<file path="src/design/assert_macros.svh">
// Assertion helpers shared by the design files.
// CHK_HOLDS checks an expression at every clock edge outside reset.
// CHK_IMPLIES checks a same-cycle implication.
// CHK_NEXT checks an implication whose consequent must hold in the following cycle.
`ifndef ASSERT_MACROS_SVH
`define ASSERT_MACROS_SVH
`ifndef SYNTHESIS
`define CHK_HOLDS(lbl, clk, rstn, expr) \
  lbl: assert property (@(posedge clk) disable iff (!rstn) (expr)) \
    else $error("assertion failed");
`define CHK_IMPLIES(lbl, clk, rstn, ante, cons) \
  lbl: assert property (@(posedge clk) disable iff (!rstn) (ante) |-> (cons)) \
    else $error("assertion failed");
`define CHK_NEXT(lbl, clk, rstn, ante, cons) \
  lbl: assert property (@(posedge clk) disable iff (!rstn) (ante) |=> (cons)) \
    else $error("assertion failed");
`else
`define CHK_HOLDS(lbl, clk, rstn, expr)
`define CHK_IMPLIES(lbl, clk, rstn, ante, cons)
`define CHK_NEXT(lbl, clk, rstn, ante, cons)
`endif
`endif

</file>
<file path="src/design/rarsf_pkg.sv">
package rarsf_pkg;

  localparam int DATA_W           = 64;
  localparam int IDX_W            = 11;
  localparam int POS_W            = IDX_W + 1;
  localparam int MAX_ELEMENTS_DEF = 1024;
  localparam logic [IDX_W-1:0] LEN_RESET = 11'd1024;

  // Operations of the shared arithmetic unit.
  typedef enum logic [1:0] {
    ALU_ADD = 2'd0,
    ALU_SUB = 2'd1,
    ALU_MUL = 2'd2
  } alu_op_t;

endpackage

</file>
<file path="src/design/rarsf_alu.sv">
module rarsf_alu (
  input  rarsf_pkg::alu_op_t             op,
  input  logic [rarsf_pkg::DATA_W-1:0]   a,
  input  logic [rarsf_pkg::DATA_W-1:0]   b,
  output logic [rarsf_pkg::DATA_W-1:0]   y
);

  localparam int DW = rarsf_pkg::DATA_W;
  localparam int IW = rarsf_pkg::IDX_W;

  logic [DW+IW-1:0] prod;

  // The multiplier operand is always an index, so only its low bits are used.
  assign prod = {{IW{1'b0}}, a} * {{DW{1'b0}}, b[IW-1:0]};

  always_comb begin
    case (op)
      rarsf_pkg::ALU_ADD: y = a + b;
      rarsf_pkg::ALU_SUB: y = a - b;
      rarsf_pkg::ALU_MUL: y = prod[DW-1:0];
      default:            y = a;
    endcase
  end

endmodule

</file>
<file path="config.mk">
export PLATFORM = sky130hd
export DESIGN_NAME = rarsf_alu
export DESIGN_NICKNAME = d
export VERILOG_FILES = /design/src/design/assert_macros.svh /design/src/design/rarsf_pkg.sv /design/src/design/rarsf_alu.sv
export SDC_FILE = /design/constraint.sdc
export NUM_CORES = 2
export LEC_CHECK = 0
export BUFFER_PORTS_ARGS = -buffer_cell sky130_fd_sc_hd__buf_2
export CAP_MARGIN = 15
export CELL_PAD_IN_SITES_DETAIL_PLACEMENT = 2
export CELL_PAD_IN_SITES_GLOBAL_PLACEMENT = 2
export CORE_ASPECT_RATIO = 1.1
export CORE_UTILIZATION = 30
export DETAILED_ROUTE_END_ITERATION = 12
export PLACE_DENSITY_LB_ADDON = 0.08
export SETUP_SLACK_MARGIN = 0.4
export SYNTH_ARGS = -nofsm -noshare
export SYNTH_HDL_FRONTEND = slang
export SYNTH_SLANG_ARGS = --single-unit
</file>
<file path="constraint.sdc">
create_clock -name vclk -period 10.62
set_input_delay 2.124 -clock vclk [all_inputs]
set_output_delay 2.124 -clock vclk [all_outputs]
set_load 0.005 [all_outputs]
</file>
Word-level counts from Yosys, hierarchy flattened:

Index checks and enable logic that the tools add are counted.

* logic and storage cells: 7
* output and inout port bits: 64
* bits of input ports: 130
* flip-flop bits (word level): 0

* multiplexer cells: 1
* multipliers: 1
* equality and inequality tests: 2
* reduce and logical (&&, ||, !) cells: 1
* add/sub/neg operators: 2

Operator list (count)
* 64-bit case mux with 3 select lines: 1
* 64-bit adder: 1
* 64-bit by 11-bit multiplier with 64-bit output: 1
* 64-bit subtractor: 1
* 2-bit by 1-bit == test with 1-bit output (second input constant): 1
* 2-bit == test (second input constant): 1
* 2-bit zero test: 1

Logic depth before layout (Yosys ltp):

* depth after elaboration: 2
* gate-level depth with buffers: 26
* depth with buffers taken out: 22

Least setup slack after synthesis:

OpenSTA, ideal clock, no wires.

* path kind: in2out
* start: input port b[2] in the netlist's numbering
* end: output port y[63] in the netlist's numbering
* path buffers: 3
* arrival time: 7.748 ns
* data required time: 8.496 ns
* stages on the path: 23
* slack: 0.748 ns
* cell sequence: clkbuf_1 > clkbuf_1 > nand2_1 > fa_1 > fa_1 > inv_1 > fa_1 > fa_1 > inv_1 > fa_1 > inv_1 > ha_1 > buf_2 > and3_1 > and3_4 > o2111ai_1 > o21a_2 > a2111oi_4 > o2111ai_2 > and3_4 > nor4b_4 > mux2i_1 > nand4b_1

* cells in the longest elaborated chain, start to end: 2
* elaborated cells between the ends (all ways): 4
* classes of those cells: add/sub: 2; mul: 1; mux: 1

Ends and longest elaborated chain
* start, declared: line rarsf_alu.sv:4 `input logic [rarsf_pkg::DATA_W-1:0] b,`
* 64-bit by 11-bit multiplier with 64-bit output (tied with other cells): line rarsf_alu.sv:14 `assign prod = {{IW{1'b0}}, a} * {{DW{1'b0}}, b[IW-1:0]};`
* 64-bit case mux with 3 select lines (*): line rarsf_alu.sv:17 `case (op)`
* end, declared: line rarsf_alu.sv:5 `output logic [rarsf_pkg::DATA_W-1:0] y`

Mark *: on every way between the ends. The rest lies on a longest branch, timed or not.

Final worst setup path:

* start: input port b[3] in the netlist's numbering
* end: output port y[63] in the netlist's numbering

Same word-level chain as after synthesis.

==> reports/qor.csv <==
metric,value,unit
outcome,completed,
route.antenna.remaining_nets,0,
crit_family,adder cells,
crit_path_frequent_cell,fa_1,
chipWidth,280,µm
endpoint_kind,output pin,
ios,194,
cp_slowest_cell,fa_1,
tightest_slew,0.957,ns
cap_violations,0,
rsz0062_at_grt,true,
syn_nets,4000,
drt-pass1-iter-count,5,
core,83700,µm²
slew_headroom,36.2,%
max_stage_delay,0.57,ns
viasPerCell,5.26,
postPlaceCellArea,28600,µm²
grt_max_degree,68,
yosys-mux-area-fraction,0.516,%
max_freq,98.4,MHz
yosys-top-cells-area,"fa_1 40%, nand2_1 8.3%, ha_1 7.2%",
n_clock_buffer,0,
synth_compound_area_share,15.1,%
regArea,0,µm²
seq_cells,0,
gp_congestion,0.907,
place_hpwl,97.3,mm
grt_pass1_wl,177,mm
drt_wl_total,118,mm
worstPathRequired,8.50,ns
syn2layout_area_growth,19.3,%
layout_commonest_cell,nand2_1,
fin_area,30400,µm²
synth_top_family_by_area,adder cells,
worstSetupPathType,in2out,
synth_xor_area_share,6.35,%
route.detailed.drc,0,
ys_types,87,
hp-class,in2out,
num-nets-final,4223,
path_cells,buf_12 > bufbuf_16 > buf_4 > bufbuf_16 > nand2_1 > fa_1 > fa_1 > inv_1 > fa_1 > fa_1 > fa_1 > ha_2 > nand4_1 > a2111oi_4 > buf_4 > o2111ai_4 > and3_4 > nor4b_4 > mux2i_1 > nand4b_1 > buf_2,
startpoint,b[3],
hold_viol_final,0,
yosysWarnings,0,
syn-cell-area,25500,µm²
ctsHoldBuffers,0,
layout-drive-gt1-share,17.3,%
finalCoreUtilization,36.3,%
synth-simple-area-share,21.7,%
drt_iter0_markers,838,
synth_top_area_cell,fa_1,
wire_per_inst,25.8,µm
crit_fanout,18,
mostFrequentLayoutCells,"559 x nand2_1, 496 x fa_1, 410 x inv_1",
arrival,8.04,ns
period_share,95.7,%
synth_seq_area_share,0,%
vias,24100,
antenna_found_initial,4,
overflow,0,
yosysTopAreaCellShare,39.9,%
syn_area_per_cell,7.92,µm²
start_util,30.4,%
start_kind,input pin,
finalSetupViolations,0,
syn_inst,3216,
worstHoldStart,a[62],
cp_num_buf_inv,7,
slew_violations,0,
finalCriticalPeriod,10.17,ns
die_area,86100,µm²
fp-row-count,111,
grt_usage,27.5,%
die_h,308,µm
yosys.area_share.adder,47.1,%
grt_pass1_vias,28100,
portBuffers,194,
worst min-delay path: cells and delay by family:
family	cells	cell delay (ns)
buf+inv	2	0.28
simple gates	1	0.08
compound gates	1	0.10
Yosys cell counts, types with 6 or more instances:
cell type and count:
nand2_1 563, fa_1 508, inv_1 416, and2_1 257, a21oi_1 181, clkbuf_1 180, ha_1 146, xnor2_1 129
o21ai_0 128, nor2_1 108, a21o_1 61, xor2_1 54, nand3_1 46, nor3_1 38, o211ai_1 33, a31oi_1 31
o21bai_1 26, o31ai_1 23, nand4_1 22, and3_1 18, o21a_1 18, a211oi_1 17, or3_1 15, nor2b_1 14
nand2b_1 13, buf_2 12, mux2i_1 12, buf_1 11, o31a_1 8, nor4_1 7, a21boi_0 6, a221oi_1 6
o21ai_1 6
per-stage QoR:
stage | hold slack (ns) | TNS [ns] | std cells | setup WS [ns]
final | 4.71 | 0 | 4572 | 0.453
after CTS | 4.71 | 0 | 4548 | 0.391
after detailed placement | 4.71 | -3.35 | 4520 | -0.272
after floorplan | 4.37 | 0 | 3216 | 0.748
after global placement | 4.70 | -2.24 | 4520 | -0.224
after global routing | 4.73 | 0 | 4569 | 0.243
per-layer routing:
layer  share of wire, %  vias to the layer above  track usage (%)
li1                   -                    10700                -
met1                 38                    12700             30.2
met2                 56                      414             54.7
met3                2.0                      199            0.971
met4                4.8                        0             10.8
met5                  0                        -                0
cell families after synthesis:
group	after synthesis
AOI/OAI and AO/OA	602
xor gates and xnor gates	184
adders and majority gates	654
buffers and inverters	623
muxes	13
and+or+nand+nor	1140
worst paths after layout:
path                  cells after the start     to  slack, ns
worst max-delay path                     21  y[63]       0.45
worst min-delay path                      4  y[62]       4.71
timing repair:
item / 4_1_cts / 5_1_grt
endpoints found under the setup margin: 42 / 33
endpoints found under the hold margin: 0 / 0
pin swaps: 33 / 66
gates resized for setup: 126 / 132
setup buffers: 19 / 16
cloned: 9 / 3
cell type report:
class                           instances  area (µm²)
Fill cell                            9604       53300
Multi-Input combinational cell       2593       23900
Timing Repair Buffer                  428        3500
Inverter                              416        1560
Tap cell                             1130        1410
Antenna cell                            5        12.5
Power is left out: the tool's default activity adds up to more than one toggle a clock period on the data nets, which glitch-free logic cannot reach.
